<file path="config.mk">
export PLATFORM = sky130hd
export DESIGN_NAME = cbss_ctrl
export DESIGN_NICKNAME = d
export VERILOG_FILES = /design/src/rtl/cbss_pkg.sv /design/src/rtl/cbss_ctrl.sv
export VERILOG_INCLUDE_DIRS = /design/src /design/src/rtl
export SDC_FILE = /design/constraint.sdc
export NUM_CORES = 1
export LEC_CHECK = 0
export BUFFER_PORTS_ARGS = -buffer_cell sky130_fd_sc_hd__buf_2
export CORE_AREA = 2 2 39 41
export CTS_BUF_LIST = sky130_fd_sc_hd__clkbuf_4 sky130_fd_sc_hd__clkbuf_8
export DETAILED_ROUTE_END_ITERATION = 10
export DIE_AREA = 0 0 41 43
export SETUP_SLACK_MARGIN = 0.02
export SYNTH_ARGS = -nofsm -noshare
export SYNTH_HDL_FRONTEND = slang
export SYNTH_SLANG_ARGS = --single-unit
</file>
<file path="constraint.sdc">
create_clock -name clk -period 2.8 [get_ports clk]
set_input_delay 0.42 -clock clk [delete_from_list [all_inputs] [get_ports clk]]
set_output_delay 0.42 -clock clk [all_outputs]
set_load 0.01 [all_outputs]
</file>
<file path="src/rtl/cubic_bspline_segment_sampler_macros.svh">
// Assertion helpers shared by the sampler modules.
// Define NO_ASSERTIONS to compile them out.
`ifndef CUBIC_BSPLINE_SEGMENT_SAMPLER_MACROS_SVH
`define CUBIC_BSPLINE_SEGMENT_SAMPLER_MACROS_SVH
`ifndef NO_ASSERTIONS
// Plain property checked at every rising edge outside reset.
`define CBSS_ASSERT(label, clk, rst, prop, msg) \
  label: assert property (@(posedge clk) disable iff (rst) prop) else $error(msg);
// Same-cycle implication checked at every rising edge outside reset.
`define CBSS_ASSERT_IMP(label, clk, rst, ante, cons, msg) \
  label: assert property (@(posedge clk) disable iff (rst) (ante) |-> (cons)) else $error(msg);
`else
`define CBSS_ASSERT(label, clk, rst, prop, msg)
`define CBSS_ASSERT_IMP(label, clk, rst, ante, cons, msg)
`endif
`endif

</file>
<file path="src/rtl/cbss_pkg.sv">
package cbss_pkg;

  localparam int COORD_W           = 32;
  localparam int CFG_W             = 31;
  localparam int CFG_IDX_W         = 1;
  localparam int COORD_FRAC_BITS   = 16;
  localparam int MAX_INTERVALS_DEF = 63;
  localparam int MUL_W             = 34;
  localparam int DIST_W            = 65;

  localparam logic [CFG_W-1:0] SPACING_RESET = CFG_W'(1 << COORD_FRAC_BITS);
  localparam logic [CFG_W-1:0] DEDUPE_RESET  = CFG_W'(((1 << COORD_FRAC_BITS) + 50) / 100);

  typedef enum logic [CFG_IDX_W-1:0] {
    REG_SAMPLE_SPACING   = 1'b0,
    REG_DEDUPE_THRESHOLD = 1'b1
  } cfg_reg_t;

  // Datapath operations issued by the controller, one per cycle.
  typedef enum logic [4:0] {
    OP_NONE, OP_ACCEPT, OP_DIST, OP_SPSQ, OP_SQ, OP_SEARCH, OP_NPOW, OP_NCUBE,
    OP_DEN, OP_W1, OP_W2, OP_W3, OP_W4, OP_ACC, OP_RND, OP_DIV, OP_DED, OP_CHK,
    OP_KEEP, OP_NEXT, OP_FINISH
  } op_t;

  typedef struct packed {
    op_t op;
  } cmd_t;

  typedef struct packed {
    logic start_item;
    logic search_done;
    logic acc_done;
    logic div_last;
    logic j_last;
    logic keep;
    logic pend_valid;
    logic out_free;
  } status_t;

endpackage

</file>
<file path="src/rtl/cbss_ctrl.sv">
`include "cubic_bspline_segment_sampler_macros.svh"
module cbss_ctrl (
  input  logic             clk,
  input  logic             rst,
  input  logic             point_valid,
  output logic             point_ready,
  input  cbss_pkg::status_t st,
  output cbss_pkg::cmd_t    cmd
);
  import cbss_pkg::*;

  typedef enum logic [4:0] {
    S_IDLE, S_DIST, S_SPSQ, S_SQ, S_SEARCH, S_NPOW, S_NCUBE, S_DEN,
    S_W1, S_W2, S_W3, S_W4, S_ACC, S_RND, S_DIV, S_DED, S_CHK, S_KEEP,
    S_NEXT, S_FINISH
  } state_t;

  state_t state;
  state_t state_next;
  logic   push_wait;

  // A pending sample can only move on when the output register has room.
  assign push_wait   = st.pend_valid && !st.out_free;
  assign point_ready = (state == S_IDLE);

  // Operation for the current state.
  always_comb begin
    cmd.op = OP_NONE;
    unique case (state)
      S_IDLE:   cmd.op = point_valid ? OP_ACCEPT : OP_NONE;
      S_DIST:   cmd.op = OP_DIST;
      S_SPSQ:   cmd.op = OP_SPSQ;
      S_SQ:     cmd.op = OP_SQ;
      S_SEARCH: cmd.op = OP_SEARCH;
      S_NPOW:   cmd.op = OP_NPOW;
      S_NCUBE:  cmd.op = OP_NCUBE;
      S_DEN:    cmd.op = OP_DEN;
      S_W1:     cmd.op = OP_W1;
      S_W2:     cmd.op = OP_W2;
      S_W3:     cmd.op = OP_W3;
      S_W4:     cmd.op = OP_W4;
      S_ACC:    cmd.op = OP_ACC;
      S_RND:    cmd.op = OP_RND;
      S_DIV:    cmd.op = OP_DIV;
      S_DED:    cmd.op = OP_DED;
      S_CHK:    cmd.op = OP_CHK;
      S_KEEP:   cmd.op = push_wait ? OP_NONE : OP_KEEP;
      S_NEXT:   cmd.op = st.j_last ? OP_NONE : OP_NEXT;
      S_FINISH: cmd.op = push_wait ? OP_NONE : OP_FINISH;
      default:  cmd.op = OP_NONE;
    endcase
  end

  // Sequencing of one segment: interval count, then per sample weights,
  // weighted sums, rounding divide and the distance filter.
  always_comb begin
    state_next = state;
    unique case (state)
      S_IDLE:   if (point_valid && st.start_item) state_next = S_DIST;
      S_DIST:   state_next = S_SPSQ;
      S_SPSQ:   state_next = S_SQ;
      S_SQ:     state_next = S_SEARCH;
      S_SEARCH: if (st.search_done) state_next = S_NPOW;
      S_NPOW:   state_next = S_NCUBE;
      S_NCUBE:  state_next = S_DEN;
      S_DEN:    state_next = S_W1;
      S_W1:     state_next = S_W2;
      S_W2:     state_next = S_W3;
      S_W3:     state_next = S_W4;
      S_W4:     state_next = S_ACC;
      S_ACC:    if (st.acc_done) state_next = S_RND;
      S_RND:    state_next = S_DIV;
      S_DIV:    if (st.div_last) state_next = S_DED;
      S_DED:    state_next = S_CHK;
      S_CHK:    state_next = st.keep ? S_KEEP : S_NEXT;
      S_KEEP:   if (!push_wait) state_next = S_NEXT;
      S_NEXT:   state_next = st.j_last ? S_FINISH : S_W1;
      S_FINISH: if (!push_wait) state_next = S_IDLE;
      default:  state_next = S_IDLE;
    endcase
  end

  always_ff @(posedge clk) begin
    if (rst) begin
      state <= S_IDLE;
    end else begin
      state <= state_next;
    end
  end

  `CBSS_ASSERT(a_start_goes_dist, clk, rst, (point_valid && point_ready && st.start_item) |=> (state == S_DIST), "segment start did not begin distance step")
  `CBSS_ASSERT_IMP(a_push_room, clk, rst, (cmd.op == OP_KEEP) && st.pend_valid, st.out_free, "push into a full output register")

endmodule

</file>
==> results.md <==
- HPWL after DPL: ~780 um
- Leakage power: roughly 0.00025 uW
- Areal power density over the cells: 445 mW/mm^2
- Hold crit path type: in2reg
- Crit. End Element: output pin
- Flip-flop and latch count after synthesis: 5
- Mux cell area share after synthesis: slightly above 4%
- Post-CTS Hold Fix Bufs: 0
- Final weighted congestion in routability-driven placement: 0.801
- Regs by FF count: state: 5 flops
- Crit share post-route: roughly 70%
- Final-report setup violation count: 0
- Combinational family with the most area after synthesis: simple AND/OR/NAND/NOR gates
- I/O Buffers: 16
- CP max FO: 19
- Critical R2R Capture: state[4]
- Initial core utilization: a little over a third
- Remaining max-slew budget at the tightest pin: about 64%
- Worst voltage drop across the vdd grid: roughly 180 uV
- Post-route setup TNS: 0 ns
- Maximum number of pins on one net before global-route repair: 20
- Routed vias: roughly 500
- Wire per inst: 11.0 um
- Min cycle time layout: just under 2 ns
- Via count of the first global-routing pass: 417
- Area grow syn2layout: 18.5%
- DRT iter0 DRCs: 14
- Pre-antenna DRT Iters: 2
- Compound-cell area share of the yosys netlist: between 20% and 30%
- Hold worst-path end: state[0]
- F_max: 509 MHz
- Number of ports placed on the die boundary: 17
- Overall die area: 0.00176 sq mm
- Fin. Hold Viols: 0
- Run status: finished clean
- Post-route clock skew: just over 0.002 ns
- Fraction of post-synthesis cell area in the top cell type by area: between 20% and 30%
- Max Transition Viols Final: 0
- Cells after Synth: 66
- Post-synthesis sequential area ratio: about a fifth
- Simple-Gate Fraction of Synth Area: between 30 and 40%
- Clk slew on worst S/H paths: roughly 0.040 ns
- Core box area: approximately 0.0014 sq mm
- Data arrival time at the worst-slack endpoint: ~1.5 ns
- Antenna Cells: 0
- Vertical die dimension: 43 um
- Slew @ Worst Pin: 0.540 ns
- Count of antenna-violating nets left after detailed routing: 0
- Flop-to-flop setup slack: ~1.2 ns
- Maximum number of buffers from clock root to sink: 2
- RSZ-0062 raised after global routing: no
- Number of enable flip-flop cells after synthesis: 0
- Number of distinct library cells after synthesis: 35
- TritonCTS Sinks: 5
- Final hold slack: about 0.42 ns
- Post-CTS Resized: 0
- Setup Crit Path Kind: reg2out
- Post-route cell area: 578 sq um
- Setup Fix Bufs, Post-CTS: 0
- Adder-cell share of the synthesized area: 0%
- Number of warning messages in the yosys log: 0
- Horizontal die dimension: 41 um
- Hold Path Stages: 2
- Clock latency reported for the late side of the worst-skew pair: between 0.2 and 0.25 ns
- Non-filler instance count after layout: 97
- DRC violation count after routing: 0
- Total cell area at the placement stage: roughly 550 sq um
- Post-Syn Nets: 77
- Maximum capacitance violations: 0
- Data required time at the worst endpoint: 2.38 ns
- Crit path launch type: flip-flop
- TritonCTS Buffers: 3
- Placement row count: 14
- Reg-to-Reg Start: state[4]
- Cell taking the most area after synthesis: dfxtp_1
- First-pass GRT wire length: between 1.5 and 2 mm
- CTS tree: built
- FF-to-FF path depth: 5
- Hold Path Origin: rst
- Overall routing resource usage: between 10% and 20%
- Placed Cells: just over 90
- Total congestion overflow: 0
- Antenna violations before repair: 0
- Layout cells sized above 1: 30.9%
- Biggest register: state
- Post-synthesis xor/xnor area fraction: roughly 5.4%
- Nets@finish: 93
- Post-synthesis instance area: roughly 500 sq um
- Post-Syn Area per Cell: approximately 7.4 sq um
- Number of flip-flops in the largest register: 5
- Maximum level of the CTS H-tree: 1
- Most common flop cell mapped by yosys: dfxtp_1
- Clock root buffer master: clkbuf_4
- Asr flop ratio synth: 0%
- Routed Wire Length: roughly 1.1 mm
- Top area cells in the synthesized netlist: dfxtp_1 (21%), o21ai_0 (6.2%), nand2_1 (5.4%)
- Vias per inst: 5.22
-- area by class of cell --
cell class / instances / area (sq um)
tap: 16 / 20.0
timing repair buffer: 16 / 80.1
sequential: 5 / 100
inverter: 3 / 11.3
multi-input combinational: 53 / 337
fill: 157 / 806
clock buffer: 4 / 30.0
-- metal layers --
metal | global-route usage, % | share of wire [%] | vias to the layer above
li1 | - | - | 271
met5 | 0 | 0 | -
met3 | 4.71 | 2.4 | 0
met2 | 20.3 | 48 | 6
met4 | 4.00 | 0 | 0
met1 | 19.7 | 49 | 229
-- per-stage QoR --
stage          worst slack, ns  power [uW]  util [%]
2_1_floorplan             1.28         144         -
3_3_place_gp              1.07         167      39.6
3_5_place_dp              1.09         167      39.6
4_1_cts                  0.836         260      41.8
5_1_grt                  0.726         279      41.8
6_report                 0.836         257      41.8
-- worst max-delay path, cell delays in order, from the launching register on --
cell and delay (ns):
dfxtp_1 0.65, and4b_4 0.28, o21ai_0 0.13, o21ai_0 0.08, buf_2 0.16
-- placed cells by master (no fill, tap or decap), drive strengths merged, types with 2 or more instances in the layout --
| master | instances |
|---|---|
| nor3 | 3 |
| nand4 | 2 |
| dfxtp | 5 |
| o21ai | 6 |
| nor2b | 2 |
| clkbuf | 4 |
| buf | 16 |
| mux2i | 2 |
| inv | 3 |
| xnor2 | 2 |
| a21oi | 2 |
| nand2 | 7 |
| nand3 | 4 |
| nor2 | 6 |
-- Yosys cell counts (all sizes together), types with 2 or more instances --
library cell	instances
nand4	2
dfxtp	5
nor2b	2
nor2	6
inv	3
buf	5
mux2i	2
o21ai	6
xnor2	2
a21oi	2
nand3	4
nor3	3
nand2	7
-- cell families (layout without fill, tap and decap cells) --
group | count (synthesis) | count (layout)
flops | 5 | 5
simple gates | 32 | 32
buf+inv | 8 | 23
compound gates | 16 | 16
mux | 2 | 2
xor+xnor | 3 | 3
-- power breakdown --
part / switching, uW / internal [uW] / total [uW]
Combinational: 35.3 / 39.8 / 75.1
Sequential: 15.3 / 75.7 / 91.0
Clock: 27.7 / 63.4 / 91.1
-- worst max path at each step --
stage	slack, ns	from	endpoint	cells past startpoint
2_1_floorplan	1.28	state[0]	cmd[2]	3
3_3_place_gp	1.07	state[4]	cmd[4]	4
3_5_place_dp	1.09	state[4]	cmd[4]	4
4_1_cts	0.84	state[4]	cmd[4]	4
5_1_grt	0.73	state[4]	cmd[4]	4
6_report	0.84	state[4]	cmd[4]	4
Note: power is estimated with default switching activity, not from simulation.
